$ cat src/hw/rtl/abkd_pkg.sv
// Shared types, tables and arithmetic helpers for the anchor box keypoint decoder.
package abkd_pkg;

  localparam logic [15:0] SIG_TAB [25] = '{
    16'd32768, 16'd40793, 16'd47911, 16'd53580, 16'd57724, 16'd60565, 16'd62428,
    16'd63615, 16'd64357, 16'd64816, 16'd65097, 16'd65269, 16'd65374, 16'd65438,
    16'd65476, 16'd65500, 16'd65514, 16'd65523, 16'd65528, 16'd65531, 16'd65533,
    16'd65534, 16'd65535, 16'd65535, 16'd65535};

  localparam logic [8:0] ANCHOR_TAB [3][18] = '{
    '{9'd6, 9'd5, 9'd9, 9'd7, 9'd13, 9'd9, 9'd18, 9'd15, 9'd30, 9'd23, 9'd46, 9'd37,
      9'd60, 9'd52, 9'd94, 9'd56, 9'd125, 9'd72},
    '{9'd26, 9'd27, 9'd28, 9'd28, 9'd27, 9'd30, 9'd29, 9'd29, 9'd29, 9'd32, 9'd30, 9'd31,
      9'd30, 9'd33, 9'd32, 9'd32, 9'd32, 9'd34},
    '{9'd11, 9'd10, 9'd19, 9'd15, 9'd28, 9'd22, 9'd39, 9'd34, 9'd64, 9'd48, 9'd92, 9'd76,
      9'd132, 9'd110, 9'd197, 9'd119, 9'd265, 9'd162}};

  localparam logic [2:0] KP_ALWAYS_KEPT = 3'd2;

  // config register indexes
  localparam logic CFG_STRIDE = 1'b0;
  localparam logic CFG_THRESH = 1'b1;

  typedef enum logic [3:0] {
    B_IDLE, B_OBJ, B_CLS, B_CONF, B_SX, B_SY, B_SW, B_SH,
    B_W1, B_W2, B_H1, B_H2, B_BOX, B_KX, B_KY, B_KEMIT
  } back_state_t;

  typedef struct packed {
    logic full;
    logic empty;
  } queue_status_t;

  // Q8.8 logit to Q0.16 probability, table plus linear interpolation.
  function automatic logic [15:0] sigm(input logic [15:0] raw);
    logic [15:0] a;
    logic [8:0]  i;
    logic [15:0] lo;
    logic [15:0] hi;
    logic [22:0] prod;
    logic [15:0] p;
    logic [16:0] n;
    a = raw[15] ? (~raw + 16'd1) : raw;
    i = a[15:7];
    lo = 16'd0;
    hi = 16'd0;
    prod = 23'd0;
    if (i >= 9'd24) begin
      p = 16'hFFFF;
    end else begin
      lo = SIG_TAB[i[4:0]];
      hi = SIG_TAB[i[4:0] + 5'd1];
      prod = {7'd0, hi - lo} * {16'd0, a[6:0]};
      p = lo + prod[22:7];
    end
    n = 17'h10000 - {1'b0, p};
    return raw[15] ? n[15:0] : p;
  endfunction

  // Q.16 to Q.4 with floor, saturated to 20 bits signed.
  function automatic logic [19:0] sat_q4(input logic signed [32:0] v);
    logic signed [32:0] r;
    r = v >>> 12;
    if (r > 33'sd524287) return 20'h7FFFF;
    else if (r < -33'sd524288) return 20'h80000;
    else return r[19:0];
  endfunction

endpackage

$ cat src/hw/rtl/anchor_box_keypoint_decode.sv
// Top level of the pose head decoder: config registers, front, cell queue and back.
// One logit is taken per cycle while in_stall is low; a cell spans 5 + CLASS_COUNT + 3 * KEYPOINT_COUNT
// logits. The front packs each finished cell into a two-entry queue, and in_stall
// is high only while that queue is full. The back sequencer reuses one sigmoid
// unit, so a kept cell takes longer in the back than its logits take to arrive,
// plus any output stall; a long run of kept cells stalls the input once the queue
// is full, while dropped cells keep up with one logit per cycle.
module anchor_box_keypoint_decode #(
  parameter int CLASS_COUNT = 4,
  parameter int KEYPOINT_COUNT = 5,
  parameter int ANCHORS_PER_CELL = 3,
  parameter int IMAGE_SIZE = 640
) (
  input  logic        clk,
  input  logic        rst,
  input  logic        cfg_write,
  input  logic        cfg_index,
  input  logic [15:0] cfg_data,
  input  logic        in_valid,
  output logic        in_stall,
  input  logic [15:0] logit,
  input  logic        frame_start,
  output logic        out_valid,
  input  logic        out_stall,
  output logic        kind,
  output logic [19:0] pos_x,
  output logic [19:0] pos_y,
  output logic [14:0] box_width,
  output logic [14:0] box_height,
  output logic [3:0]  class_index,
  output logic [15:0] confidence,
  output logic [2:0]  keypoint_index,
  output logic        last
);

  localparam int CHANNELS = 5 + CLASS_COUNT + 3 * KEYPOINT_COUNT;
  localparam int REC_W = CHANNELS * 16 + 35;
  localparam int ANCHOR_SET = (IMAGE_SIZE == 320) ? 0 : ((IMAGE_SIZE == 416) ? 1 : 2);

  logic [2:0]  stride_log2;
  logic [15:0] score_thresh;
  logic        q_push;
  logic        q_pop;
  logic [REC_W-1:0] q_in;
  logic [REC_W-1:0] q_head;
  abkd_pkg::queue_status_t q_status;

  always_ff @(posedge clk) begin
    if (rst) begin
      stride_log2 <= 3'd3;
      score_thresh <= 16'd32768;
    end else if (cfg_write) begin
      if (cfg_index == abkd_pkg::CFG_STRIDE) stride_log2 <= cfg_data[2:0];
      if (cfg_index == abkd_pkg::CFG_THRESH) score_thresh <= cfg_data;
    end
  end

  abkd_front #(
    .CHANNELS(CHANNELS), .ANCHORS_PER_CELL(ANCHORS_PER_CELL),
    .IMAGE_SIZE(IMAGE_SIZE), .REC_W(REC_W)
  ) u_front (
    .clk(clk), .rst(rst), .in_valid(in_valid), .in_stall(in_stall),
    .logit(logit), .frame_start(frame_start), .stride_log2(stride_log2),
    .score_thresh(score_thresh), .q_full(q_status.full),
    .push(q_push), .rec(q_in)
  );

  abkd_queue #(.WIDTH(REC_W)) u_queue (
    .clk(clk), .rst(rst), .push(q_push), .push_data(q_in),
    .pop(q_pop), .head(q_head), .status(q_status)
  );

  abkd_back #(
    .CHANNELS(CHANNELS), .CLASS_COUNT(CLASS_COUNT), .KEYPOINT_COUNT(KEYPOINT_COUNT),
    .ANCHOR_SET(ANCHOR_SET), .REC_W(REC_W)
  ) u_back (
    .clk(clk), .rst(rst), .rec(q_head), .q_status(q_status), .pop(q_pop),
    .out_valid(out_valid), .out_stall(out_stall), .kind(kind),
    .pos_x(pos_x), .pos_y(pos_y), .box_width(box_width), .box_height(box_height),
    .class_index(class_index), .confidence(confidence),
    .keypoint_index(keypoint_index), .last(last)
  );

`ifndef SYNTHESIS
  a_no_push_full: assert property (@(posedge clk) disable iff (rst)
    q_push |-> !q_status.full) else $error("cell pushed into full queue");
  a_no_pop_empty: assert property (@(posedge clk) disable iff (rst)
    q_pop |-> !q_status.empty) else $error("cell popped from empty queue");
  a_box_fields: assert property (@(posedge clk) disable iff (rst)
    (out_valid && !kind) |-> (!last && keypoint_index == 3'd0))
    else $error("box transaction with keypoint fields set");
`endif

endmodule

$ cat src/hw/rtl/abkd_queue.sv
// Two-entry queue of cell records between front and back.
module abkd_queue #(
  parameter int WIDTH = 419
) (
  input  logic                  clk,
  input  logic                  rst,
  input  logic                  push,
  input  logic [WIDTH-1:0]      push_data,
  input  logic                  pop,
  output logic [WIDTH-1:0]      head,
  output abkd_pkg::queue_status_t status
);

  logic [WIDTH-1:0] mem [2];
  logic       wr_ptr;
  logic       rd_ptr;
  logic [1:0] count;

  always_ff @(posedge clk) begin
    if (push) begin
      mem[wr_ptr] <= push_data;
    end
  end

  always_ff @(posedge clk) begin
    if (rst) begin
      wr_ptr <= 1'b0;
      rd_ptr <= 1'b0;
      count <= 2'd0;
    end else begin
      if (push) wr_ptr <= ~wr_ptr;
      if (pop) rd_ptr <= ~rd_ptr;
      count <= count + {1'b0, push} - {1'b0, pop};
    end
  end

  assign head = mem[rd_ptr];
  assign status.full = (count == 2'd2);
  assign status.empty = (count == 2'd0);

endmodule

$ cat src/hw/rtl/abkd_front.sv
// Front: takes logits, tracks cell position and packs each finished cell into a record.
module abkd_front #(
  parameter int CHANNELS = 24,
  parameter int ANCHORS_PER_CELL = 3,
  parameter int IMAGE_SIZE = 640,
  parameter int REC_W = 419
) (
  input  logic             clk,
  input  logic             rst,
  input  logic             in_valid,
  output logic             in_stall,
  input  logic [15:0]      logit,
  input  logic             frame_start,
  input  logic [2:0]       stride_log2,
  input  logic [15:0]      score_thresh,
  input  logic             q_full,
  output logic             push,
  output logic [REC_W-1:0] rec
);

  localparam int CW = $clog2(CHANNELS);

  logic [15:0]   chan_buf [CHANNELS];
  logic [CW-1:0] ch;
  logic [6:0]    col;
  logic [6:0]    row;
  logic [1:0]    anc;

  logic          accept;
  logic [CW-1:0] ch_e;
  logic [6:0]    col_e;
  logic [6:0]    row_e;
  logic [1:0]    anc_e;
  logic [2:0]    sl_c;
  logic [9:0]    grid;
  logic          cell_end;

  assign in_stall = q_full;
  assign accept = in_valid & ~q_full;

  always_comb begin
    ch_e = frame_start ? '0 : ch;
    col_e = frame_start ? 7'd0 : col;
    row_e = frame_start ? 7'd0 : row;
    anc_e = frame_start ? 2'd0 : anc;
    if (stride_log2 < 3'd3) sl_c = 3'd3;
    else if (stride_log2 > 3'd5) sl_c = 3'd5;
    else sl_c = stride_log2;
    grid = 10'(IMAGE_SIZE) >> sl_c;
    cell_end = (ch_e == CW'(CHANNELS - 1));
  end

  assign push = accept & cell_end;

  always_comb begin
    for (int i = 0; i < CHANNELS; i++) begin
      rec[35 + i*16 +: 16] = (i == CHANNELS - 1) ? logit : chan_buf[i];
    end
    rec[34:28] = col_e;
    rec[27:21] = row_e;
    rec[20:19] = anc_e;
    rec[18:16] = sl_c;
    rec[15:0] = score_thresh;
  end

  always_ff @(posedge clk) begin
    if (accept) begin
      chan_buf[ch_e] <= logit;
    end
  end

  always_ff @(posedge clk) begin
    if (rst) begin
      ch <= '0;
      col <= 7'd0;
      row <= 7'd0;
      anc <= 2'd0;
    end else if (accept) begin
      if (cell_end) begin
        ch <= '0;
        if ({3'd0, col_e} + 10'd1 >= grid) begin
          col <= 7'd0;
          if ({3'd0, row_e} + 10'd1 >= grid) begin
            row <= 7'd0;
            anc <= ({1'b0, anc_e} + 3'd1 >= 3'(ANCHORS_PER_CELL)) ? 2'd0 : anc_e + 2'd1;
          end else begin
            row <= row_e + 7'd1;
            anc <= anc_e;
          end
        end else begin
          col <= col_e + 7'd1;
          row <= row_e;
          anc <= anc_e;
        end
      end else begin
        ch <= ch_e + CW'(1);
        col <= col_e;
        row <= row_e;
        anc <= anc_e;
      end
    end
  end

endmodule

$ cat src/hw/rtl/abkd_back.sv
// Back: sequencer that scores a cell record and emits box and keypoint transactions.
module abkd_back #(
  parameter int CHANNELS = 24,
  parameter int CLASS_COUNT = 4,
  parameter int KEYPOINT_COUNT = 5,
  parameter int ANCHOR_SET = 2,
  parameter int REC_W = 419
) (
  input  logic                    clk,
  input  logic                    rst,
  input  logic [REC_W-1:0]        rec,
  input  abkd_pkg::queue_status_t q_status,
  output logic                    pop,
  output logic                    out_valid,
  input  logic                    out_stall,
  output logic                    kind,
  output logic [19:0]             pos_x,
  output logic [19:0]             pos_y,
  output logic [14:0]             box_width,
  output logic [14:0]             box_height,
  output logic [3:0]              class_index,
  output logic [15:0]             confidence,
  output logic [2:0]              keypoint_index,
  output logic                    last
);

  localparam int CW = $clog2(CHANNELS);
  localparam int KP_BASE = 5 + CLASS_COUNT;

  abkd_pkg::back_state_t state, state_next;

  logic [15:0] vals [CHANNELS];
  logic [6:0]  col;
  logic [6:0]  row;
  logic [1:0]  anc;
  logic [2:0]  sl;
  logic [15:0] thr;

  logic [15:0]   obj;
  logic [15:0]   best;
  logic [3:0]    cls;
  logic [3:0]    cidx;
  logic [15:0]   conf;
  logic [15:0]   sx;
  logic [15:0]   sy;
  logic [16:0]   uw;
  logic [16:0]   uh;
  logic [33:0]   usq;
  logic [26:0]   wq;
  logic [26:0]   hq;
  logic signed [32:0] left;
  logic signed [32:0] top;
  logic [15:0]   lx;
  logic [15:0]   ly;
  logic [2:0]    kidx;
  logic [CW-1:0] sidx;

  logic [15:0] sig_in;
  logic [15:0] sig_out;
  logic [31:0] conf_prod;
  logic [8:0]  anc_w;
  logic [8:0]  anc_h;
  logic [42:0] scale_prod;
  logic signed [32:0] cx;
  logic signed [32:0] cy;
  logic signed [32:0] left_c;
  logic signed [32:0] top_c;
  logic signed [32:0] kx;
  logic signed [32:0] ky;
  logic        in_box;
  logic        slot_free;

  assign slot_free = ~out_valid | ~out_stall;

  // one shared sigmoid unit
  always_comb begin
    case (state)
      abkd_pkg::B_OBJ: sig_in = vals[4];
      abkd_pkg::B_CLS: sig_in = vals[sidx];
      abkd_pkg::B_SX:  sig_in = vals[0];
      abkd_pkg::B_SY:  sig_in = vals[1];
      abkd_pkg::B_SW:  sig_in = vals[2];
      abkd_pkg::B_SH:  sig_in = vals[3];
      default:         sig_in = vals[0];
    endcase
    sig_out = abkd_pkg::sigm(sig_in);
  end

  always_comb begin
    conf_prod = {16'd0, obj} * {16'd0, best};
    anc_w = abkd_pkg::ANCHOR_TAB[ANCHOR_SET][5'({2'd0, sl - 3'd3} * 5'd6 + {2'd0, anc, 1'b0})];
    anc_h = abkd_pkg::ANCHOR_TAB[ANCHOR_SET][5'({2'd0, sl - 3'd3} * 5'd6 + {2'd0, anc, 1'b1})];
    scale_prod = {9'd0, usq} * {34'd0, (state == abkd_pkg::B_W2) ? anc_w : anc_h};
    cx = ($signed({16'd0, sx, 1'b0}) - 33'sd32768 + $signed({10'd0, col, 16'd0})) <<< sl;
    cy = ($signed({16'd0, sy, 1'b0}) - 33'sd32768 + $signed({10'd0, row, 16'd0})) <<< sl;
    left_c = cx - $signed({7'd0, wq[26:1]});
    top_c = cy - $signed({7'd0, hq[26:1]});
    kx = ($signed({{8{lx[15]}}, lx, 9'd0}) - 33'sd32768 + $signed({10'd0, col, 16'd0})) <<< sl;
    ky = ($signed({{8{ly[15]}}, ly, 9'd0}) - 33'sd32768 + $signed({10'd0, row, 16'd0})) <<< sl;
    in_box = (kx > left) && (kx < left + $signed({6'd0, wq})) &&
             (ky > top) && (ky < top + $signed({6'd0, hq}));
  end

  always_ff @(posedge clk) begin
    if (rst) begin
      state <= abkd_pkg::B_IDLE;
    end else begin
      state <= state_next;
    end
  end

  always_comb begin
    state_next = state;
    pop = 1'b0;
    unique case (state)
      abkd_pkg::B_IDLE: begin
        if (!q_status.empty) begin
          pop = 1'b1;
          state_next = abkd_pkg::B_OBJ;
        end
      end
      abkd_pkg::B_OBJ: state_next = (sig_out < thr) ? abkd_pkg::B_IDLE : abkd_pkg::B_CLS;
      abkd_pkg::B_CLS: begin
        if (cidx == 4'(CLASS_COUNT - 1)) state_next = abkd_pkg::B_CONF;
      end
      abkd_pkg::B_CONF: begin
        state_next = (conf_prod[31:16] < thr) ? abkd_pkg::B_IDLE : abkd_pkg::B_SX;
      end
      abkd_pkg::B_SX: state_next = abkd_pkg::B_SY;
      abkd_pkg::B_SY: state_next = abkd_pkg::B_SW;
      abkd_pkg::B_SW: state_next = abkd_pkg::B_SH;
      abkd_pkg::B_SH: state_next = abkd_pkg::B_W1;
      abkd_pkg::B_W1: state_next = abkd_pkg::B_W2;
      abkd_pkg::B_W2: state_next = abkd_pkg::B_H1;
      abkd_pkg::B_H1: state_next = abkd_pkg::B_H2;
      abkd_pkg::B_H2: state_next = abkd_pkg::B_BOX;
      abkd_pkg::B_BOX: if (slot_free) state_next = abkd_pkg::B_KX;
      abkd_pkg::B_KX: state_next = abkd_pkg::B_KY;
      abkd_pkg::B_KY: state_next = abkd_pkg::B_KEMIT;
      abkd_pkg::B_KEMIT: begin
        if (slot_free) begin
          state_next = (kidx == 3'(KEYPOINT_COUNT - 1)) ? abkd_pkg::B_IDLE : abkd_pkg::B_KX;
        end
      end
      default: state_next = abkd_pkg::B_IDLE;
    endcase
  end

  always_ff @(posedge clk) begin
    case (state)
      abkd_pkg::B_IDLE: begin
        for (int i = 0; i < CHANNELS; i++) begin
          vals[i] <= rec[35 + i*16 +: 16];
        end
        col <= rec[34:28];
        row <= rec[27:21];
        anc <= rec[20:19];
        sl <= rec[18:16];
        thr <= rec[15:0];
      end
      abkd_pkg::B_OBJ: begin
        obj <= sig_out;
        best <= 16'd0;
        cls <= 4'd0;
        cidx <= 4'd0;
        sidx <= CW'(5);
      end
      abkd_pkg::B_CLS: begin
        if (sig_out > best) begin
          best <= sig_out;
          cls <= cidx;
        end
        cidx <= cidx + 4'd1;
        sidx <= sidx + CW'(1);
      end
      abkd_pkg::B_CONF: begin
        conf <= conf_prod[31:16];
        sidx <= CW'(KP_BASE);
        kidx <= 3'd0;
      end
      abkd_pkg::B_SX: sx <= sig_out;
      abkd_pkg::B_SY: sy <= sig_out;
      abkd_pkg::B_SW: uw <= {sig_out, 1'b0};
      abkd_pkg::B_SH: uh <= {sig_out, 1'b0};
      abkd_pkg::B_W1: usq <= {17'd0, uw} * {17'd0, uw};
      abkd_pkg::B_W2: wq <= scale_prod[42:16];
      abkd_pkg::B_H1: usq <= {17'd0, uh} * {17'd0, uh};
      abkd_pkg::B_H2: hq <= scale_prod[42:16];
      abkd_pkg::B_BOX: begin
        left <= left_c;
        top <= top_c;
      end
      abkd_pkg::B_KX: begin
        lx <= vals[sidx];
        sidx <= sidx + CW'(1);
      end
      abkd_pkg::B_KY: begin
        ly <= vals[sidx];
        sidx <= sidx + CW'(2);
      end
      abkd_pkg::B_KEMIT: if (slot_free) kidx <= kidx + 3'd1;
      default: ;
    endcase
  end

  // output register
  always_ff @(posedge clk) begin
    if (rst) begin
      out_valid <= 1'b0;
    end else if (state == abkd_pkg::B_BOX && slot_free) begin
      out_valid <= 1'b1;
    end else if (state == abkd_pkg::B_KEMIT && slot_free) begin
      out_valid <= 1'b1;
    end else if (!out_stall) begin
      out_valid <= 1'b0;
    end
  end

  always_ff @(posedge clk) begin
    if (state == abkd_pkg::B_BOX && slot_free) begin
      kind <= 1'b0;
      pos_x <= abkd_pkg::sat_q4(left_c);
      pos_y <= abkd_pkg::sat_q4(top_c);
      box_width <= wq[26:12];
      box_height <= hq[26:12];
      class_index <= cls;
      confidence <= conf;
      keypoint_index <= 3'd0;
      last <= 1'b0;
    end else if (state == abkd_pkg::B_KEMIT && slot_free) begin
      kind <= 1'b1;
      if (kidx != abkd_pkg::KP_ALWAYS_KEPT && !in_box) begin
        pos_x <= 20'd0;
        pos_y <= 20'd0;
      end else begin
        pos_x <= abkd_pkg::sat_q4(kx);
        pos_y <= abkd_pkg::sat_q4(ky);
      end
      box_width <= 15'd0;
      box_height <= 15'd0;
      class_index <= cls;
      confidence <= conf;
      keypoint_index <= kidx;
      last <= (kidx == 3'(KEYPOINT_COUNT - 1));
    end
  end

endmodule

$ cat config.mk
export PLATFORM = sky130hd
export DESIGN_NAME = anchor_box_keypoint_decode
export DESIGN_NICKNAME = d
export VERILOG_FILES = /design/src/hw/rtl/abkd_pkg.sv /design/src/hw/rtl/anchor_box_keypoint_decode.sv /design/src/hw/rtl/abkd_queue.sv /design/src/hw/rtl/abkd_front.sv /design/src/hw/rtl/abkd_back.sv
export SDC_FILE = /design/constraint.sdc
export NUM_CORES = 2
export LEC_CHECK = 0
export ABC_AREA = 1
export BUFFER_PORTS_ARGS = -buffer_cell sky130_fd_sc_hd__buf_2
export CAP_MARGIN = 0
export CORE_UTILIZATION = 30
export DETAILED_ROUTE_END_ITERATION = 7
export HOLD_SLACK_MARGIN = 0.02
export PLACE_DENSITY = 0.51
export SYNTH_ARGS = -nofsm -noshare
export SYNTH_HDL_FRONTEND = slang
export SYNTH_HIERARCHICAL = 1
export SYNTH_SLANG_ARGS = --single-unit
$ cat constraint.sdc
create_clock -name clk -period 30.2 [get_ports clk]
set_clock_uncertainty 0.05 [all_clocks]
set_input_delay 6.04 -clock clk [delete_from_list [all_inputs] [get_ports clk]]
set_output_delay 6.04 -clock clk [all_outputs]
set_load 0.01 [all_outputs]
# == Yosys cells after proc, flatten, opt, wreduce, memory -nomap -nowiden ==
# Memories as Yosys holds them, arrays and structs flattened. A register that Yosys moved wholly into a read port is not among the register bits.
# Index checks and enable logic that the tools add are counted.
# W data, S select, Z words.
# totals
mem_bits_rw,1606
register_bits,493
mem_bits_ro,1600
wordCells,260
mem_count,7
in_bits,39
# classes
muxes,81
n_addsub,33
n_reduce_logical,20
n_eq_ne,26
shifts,5
mul,6
bitwise,14
magnitude_cmp,25
# memory_table
memory,depth,word_bits,rd,rd_clocked_by_memory_dff,write_ports,line_no,text
u_queue.mem,2,419,1,1,1,abkd_queue.sv:14,logic [WIDTH-1:0] mem [2];
(name not given),32,16,1,0,0,abkd_pkg.sv:51,lo = SIG_TAB[i[4:0]];
(name not given),32,16,1,0,0,abkd_pkg.sv:52,hi = SIG_TAB[i[4:0] + 5'd1];
u_back.vals,24,16,6,1,24,abkd_back.sv:32,logic [15:0] vals [CHANNELS];
u_front.chan_buf,24,16,23,0,1,abkd_front.sv:23,logic [15:0] chan_buf [CHANNELS];
(name not given),32,9,1,0,0,abkd_back.sv:91,"anc_w = abkd_pkg::ANCHOR_TAB[ANCHOR_SET][5'({2'd0, sl - 3'd3} * 5'd6 + {2'd0, anc, 1'b0})];"
1 more memories,--,--,--,--,--,--,
# ops
op,count
$mux W20,14
$mux W16,10
$add A33 B24 Y33,4
$sshl A33 B3 Y33,4
$mul A16 B16 Y32,3
$gt A21 B20 Y1 const B,4
$lt A21 B20 Y1 const B,4
$pmux W16 S5,1
$pmux W34 S2,1
$add A33 B28 Y33,2
$gt A33 B33 Y1,2
$lt A33 B33 Y1,2
$sub A33 B27 Y33,2
$pmux W4 S16,1
$sub A25 B17 Y26 const B,2
$mux W7,7
$mux W15,3
$mux W9,5
$mul A34 B9 Y43,1
$sub A17 B16 Y18 const B,2
$eq A4 B4 Y1 const B,8
$lt A16 B16 Y1,2
$mux W4,8
$pmux W16 S2,1
other kinds (57),117

# == Longest topological paths before layout ==
# depth
word_depth,19
mapped_depth,86

# == Hierarchy ==
# Netlist, hierarchy kept.
# by_module_without_submodules
module,n_inst,area_per_inst_um2,cells_per_inst
abkd_back,1,80986.4,9181
abkd_queue,1,30629.4,1335
abkd_front,1,13275.2,726
anchor_box_keypoint_decode,1,696.9,86

# == Least setup slack after synthesis ==
# Ideal clock, no wire load.
# synth_path
kind,input -> register
from,input frame_start
to,memory u_queue.mem[0][0] (enable)
slack_ns,4.459
path_buffers,1
arrival_ns,24.481
stages,11
required_ns,28.940
cell_sequence,inv_2 -> buf_6 -> nand2_1 -> inv_1 -> ha_1 -> inv_1 -> nor2_4 -> inv_2 -> nor2_4 -> inv_1 -> nor2_1
# synth_between
elab_chain_len,5
# synth_rtl
item,line_no,text
"start, declared",anchor_box_keypoint_decode.sv:22,"input logic frame_start,"
$mux W5,abkd_front.sv:42,ch_e = frame_start ? '0 : ch;
$eq A5 B5 Y1,abkd_front.sv:50,cell_end = (ch_e == CW'(CHANNELS - 1));
$and A1 B1 Y1,abkd_front.sv:53,assign push = accept & cell_end;
net q_push,anchor_box_keypoint_decode.sv:42,logic q_push;
$mux W1,abkd_queue.sv:20,if (push) begin
$mux W1 (not written as such),abkd_queue.sv:21,mem[wr_ptr] <= push_data;
"end, declared",abkd_queue.sv:14,
# The timed path passes the listed nets, and every way through them passes these cells.

==> metrics.txt <==
status completed; Die H 649 um; met1 Use GR between 20% and 30%; # H-tree levels 4; first-pass GRT wire length between 500 and 600 mm; I/O Buffers 135; initial antenna violation count 30; Slew HR a little under a quarter; EDFF count, synth around 2000; layout cells sized above 1 just over 10%; hold slack around 320 ps; RSZ-0062 raised after global routing false; CTS buffer count about 220; vias 79284; clock root cell clkbuf_16; Total GRT Usage between 15 and 20%; DR WL/cell between 15 and 20 um; Worst Path Buf+Inv 15; critical path class reg -> reg; initial DRC count 6223; most crowded layer after global routing met2; core area between 400000 and 500000 um2; area delta synth->final 11.0%; clk slew on worst S/H paths around 60 ps; Post CTS Setup Buffer Count 0; fmax just over 60 MHz; clk_lat worst skew approximately 930 ps; die width 649 um; CTS tree done; final setup vio count 0; Crit-path slowest cell buf_4; Via-to-Cell Ratio ~4.6; Row Count 237; Worst Tran Pin Value ~1100 ps; Mapped Cells approximately 11000; GR Util met2 25.4%; register area share after synthesis 49.4%; final WL roughly 330 mm; Top FF cell, synth edfxtp_1; max cap viols 0; Critical Path Fanout Max 70; crit start category flop; #FFs+latches synth around 2100; die area 421000 um2; post_cts resized 0; clock tree buffer depth 4; setup_tns 0 ps; Hold Crit Class reg -> reg; I/O pin count roughly 140; worst slack, placed around 14000 ps; Routed Antenna Nets 0; Worst Path Arrival roughly 16000 ps; CP Data Required Time between 30000 and 40000 ps; Max stage delay on crit path roughly 700 ps; fin. max-slew vios 0; Final Cycle Share 53.1%; YS warnings 6; final setup margin about 14000 ps; HPWL after DPL 239 mm; gpl congestion ~0.88; drt drc 0; GRT overflow 0; Post-CTS Hold Buffers 0; post-synthesis async set-or-reset flop share 0%; met3 usage 2.05%; Setup crit end kind flop; fin area 139000 um2; DR pass1 iterations 6; nets@finish roughly 13000; syn avg cell area between 10 and 15 um2; fin crit period 16050 ps; DP Area 132000 um2; pin count of the biggest net entering global routing 160; family with the most delay on the worst path adder cells; number of global-route vias before repair approximately 80000; TritonCTS Sinks approximately 2100; Hold Violations, Final 0; mapped cell area around 130000 um2; Yosys cell types 78; Initial Util 30.1%
-- state kept, by name, indices dropped and copies added, names as in the netlist, 20 cells and up, named ones only --
signal	count
u_queue/mem	838
u_back/vals	384
u_front/chan_buf	368
u_back/left	33
u_back/top	33
u_back/usq	31
u_back/hq	27
u_back/wq	27
u_back/pos_x	20
u_back/pos_y	20
-- cell usage after synthesis, types with 6 or more instances --
cell,n,area [um2]
xor2_1,196,1720
buf_1,22,82.6
nand3_1,309,1550
mux2_2,421,4740
a21o_1,11,82.6
dfxtp_1,60,1200
nor2_1,721,2710
inv_1,1923,7220
nor4_1,7,43.8
buf_2,49,245
buf_6,54,608
o221ai_1,9,78.8
a31oi_1,19,119
fa_1,808,16200
nor2_2,13,81.3
o22ai_1,44,275
a211oi_1,16,120
o31ai_1,11,82.6
buf_4,50,375
edfxtp_1,2026,60800
nand2_1,1935,7260
a21boi_0,14,105
and2_1,22,138
xnor2_1,99,867
a21oi_1,486,2430
or2_2,25,156
mux2i_1,34,340
inv_2,25,93.8
o211ai_1,45,338
o21ai_1,115,576
nand4_1,38,238
nand2_2,21,131
a221oi_1,10,87.6
nor3_1,45,225
clkbuf_1,230,863
o21ai_0,513,2570
o21a_1,6,45.0
ha_1,777,9720
o21bai_1,26,195
nand3b_1,7,52.6
-- logic make-up after synthesis --
family | count (synthesis) | synth area share [%]
AOI/OAI and AO/OA | 1367 | 5.98
DFF | 2086 | 49.4
buffers and inverters | 2370 | 7.66
muxes | 455 | 4.05
xor gates and xnor gates | 296 | 2.07
other | 4 | 0.0120
and+or+nand+nor | 3165 | 10.2
adders and majority gates | 1585 | 20.6
-- metrics by stage --
stage                     instances  utilization (%)
after detailed placement      16685             31.7
after global routing          17098             33.5
final                         17106             33.5
after CTS                     17096             33.5
after global placement        16685             31.7
after floorplan               11336                -
-- worst paths after layout --
check	from	slack, ps	to	cells after the start
min	u_front/chan_buf[0][2]$_DFFE_PP_	320	u_queue/mem[0][37]$_DFFE_PP_	0
min reg2reg	u_front/chan_buf[0][2]$_DFFE_PP_	320	u_queue/mem[0][37]$_DFFE_PP_	0
max	flop	14150	u_back/best[3]$_SDFFCE_PN0P_	74
max reg2reg	flop	14150	u_back/best[3]$_SDFFCE_PN0P_	74
-- layer usage --
metal	share of wire, %	vias up	routed length, um
met5	0	-	0
met4	2.7	0	8900
met3	5.5	383	18400
met2	46	1943	154000
met1	46	39393	153000
li1	-	37565	-
-- area by class of cell --
| cell class | instances | area, um2 |
|---|---|---|
| multi-input combinational | 6880 | 54100 |
| sequential | 2086 | 62100 |
| clock buffer | 258 | 5740 |
| clock inverter | 153 | 1530 |
| timing repair buffer | 266 | 1720 |
| tap | 5497 | 6880 |
| antenna | 10 | 25.0 |
| inverter | 1956 | 7360 |
| fill | 41897 | 277000 |
-- layout by cell type, fill, tap and decap left out, types with 12 or more instances in the layout --
cell | Yosys | routed
nand3_1 | 309 | 309
clkinv_1 | 5 | 58
clkinv_2 | 0 | 30
nand2_1 | 1935 | 1935
xnor2_1 | 99 | 98
clkbuf_1 | 230 | 33
buf_4 | 50 | 126
or2_2 | 25 | 25
buf_2 | 49 | 135
ha_1 | 777 | 777
mux2_2 | 421 | 421
clkbuf_16 | 0 | 224
o211ai_1 | 45 | 45
and2_1 | 22 | 22
edfxtp_1 | 2026 | 2026
o22ai_1 | 44 | 44
xor2_1 | 196 | 196
nor2_2 | 13 | 33
bufinv_16 | 0 | 22
nor3_1 | 45 | 44
nor2_4 | 3 | 16
nor2_1 | 721 | 688
mux2i_1 | 34 | 34
o21ai_0 | 513 | 512
clkinvlp_4 | 0 | 20
o21bai_1 | 26 | 26
nand4_1 | 38 | 38
dfxtp_1 | 60 | 56
inv_2 | 25 | 28
inv_1 | 1923 | 1919
a21oi_1 | 486 | 486
fa_1 | 808 | 808
a211oi_1 | 16 | 16
conb_1 | 4 | 12
nand2_2 | 21 | 21
a31oi_1 | 19 | 19
a21boi_0 | 14 | 14
o21ai_1 | 115 | 116
-- worst register-to-register path, delay by kind of cell, from the launching register on --
kind | cells | cell delay, ps
buf+inv | 15 | 2700
simple gates | 21 | 2580
compound gates | 22 | 4070
fa+ha+maj | 11 | 4310
flops | 1 | 490
xor+xnor | 5 | 1450
Power is left out: the tool's default activity adds up to more than one toggle a clock period on the data nets, which glitch-free logic cannot reach.
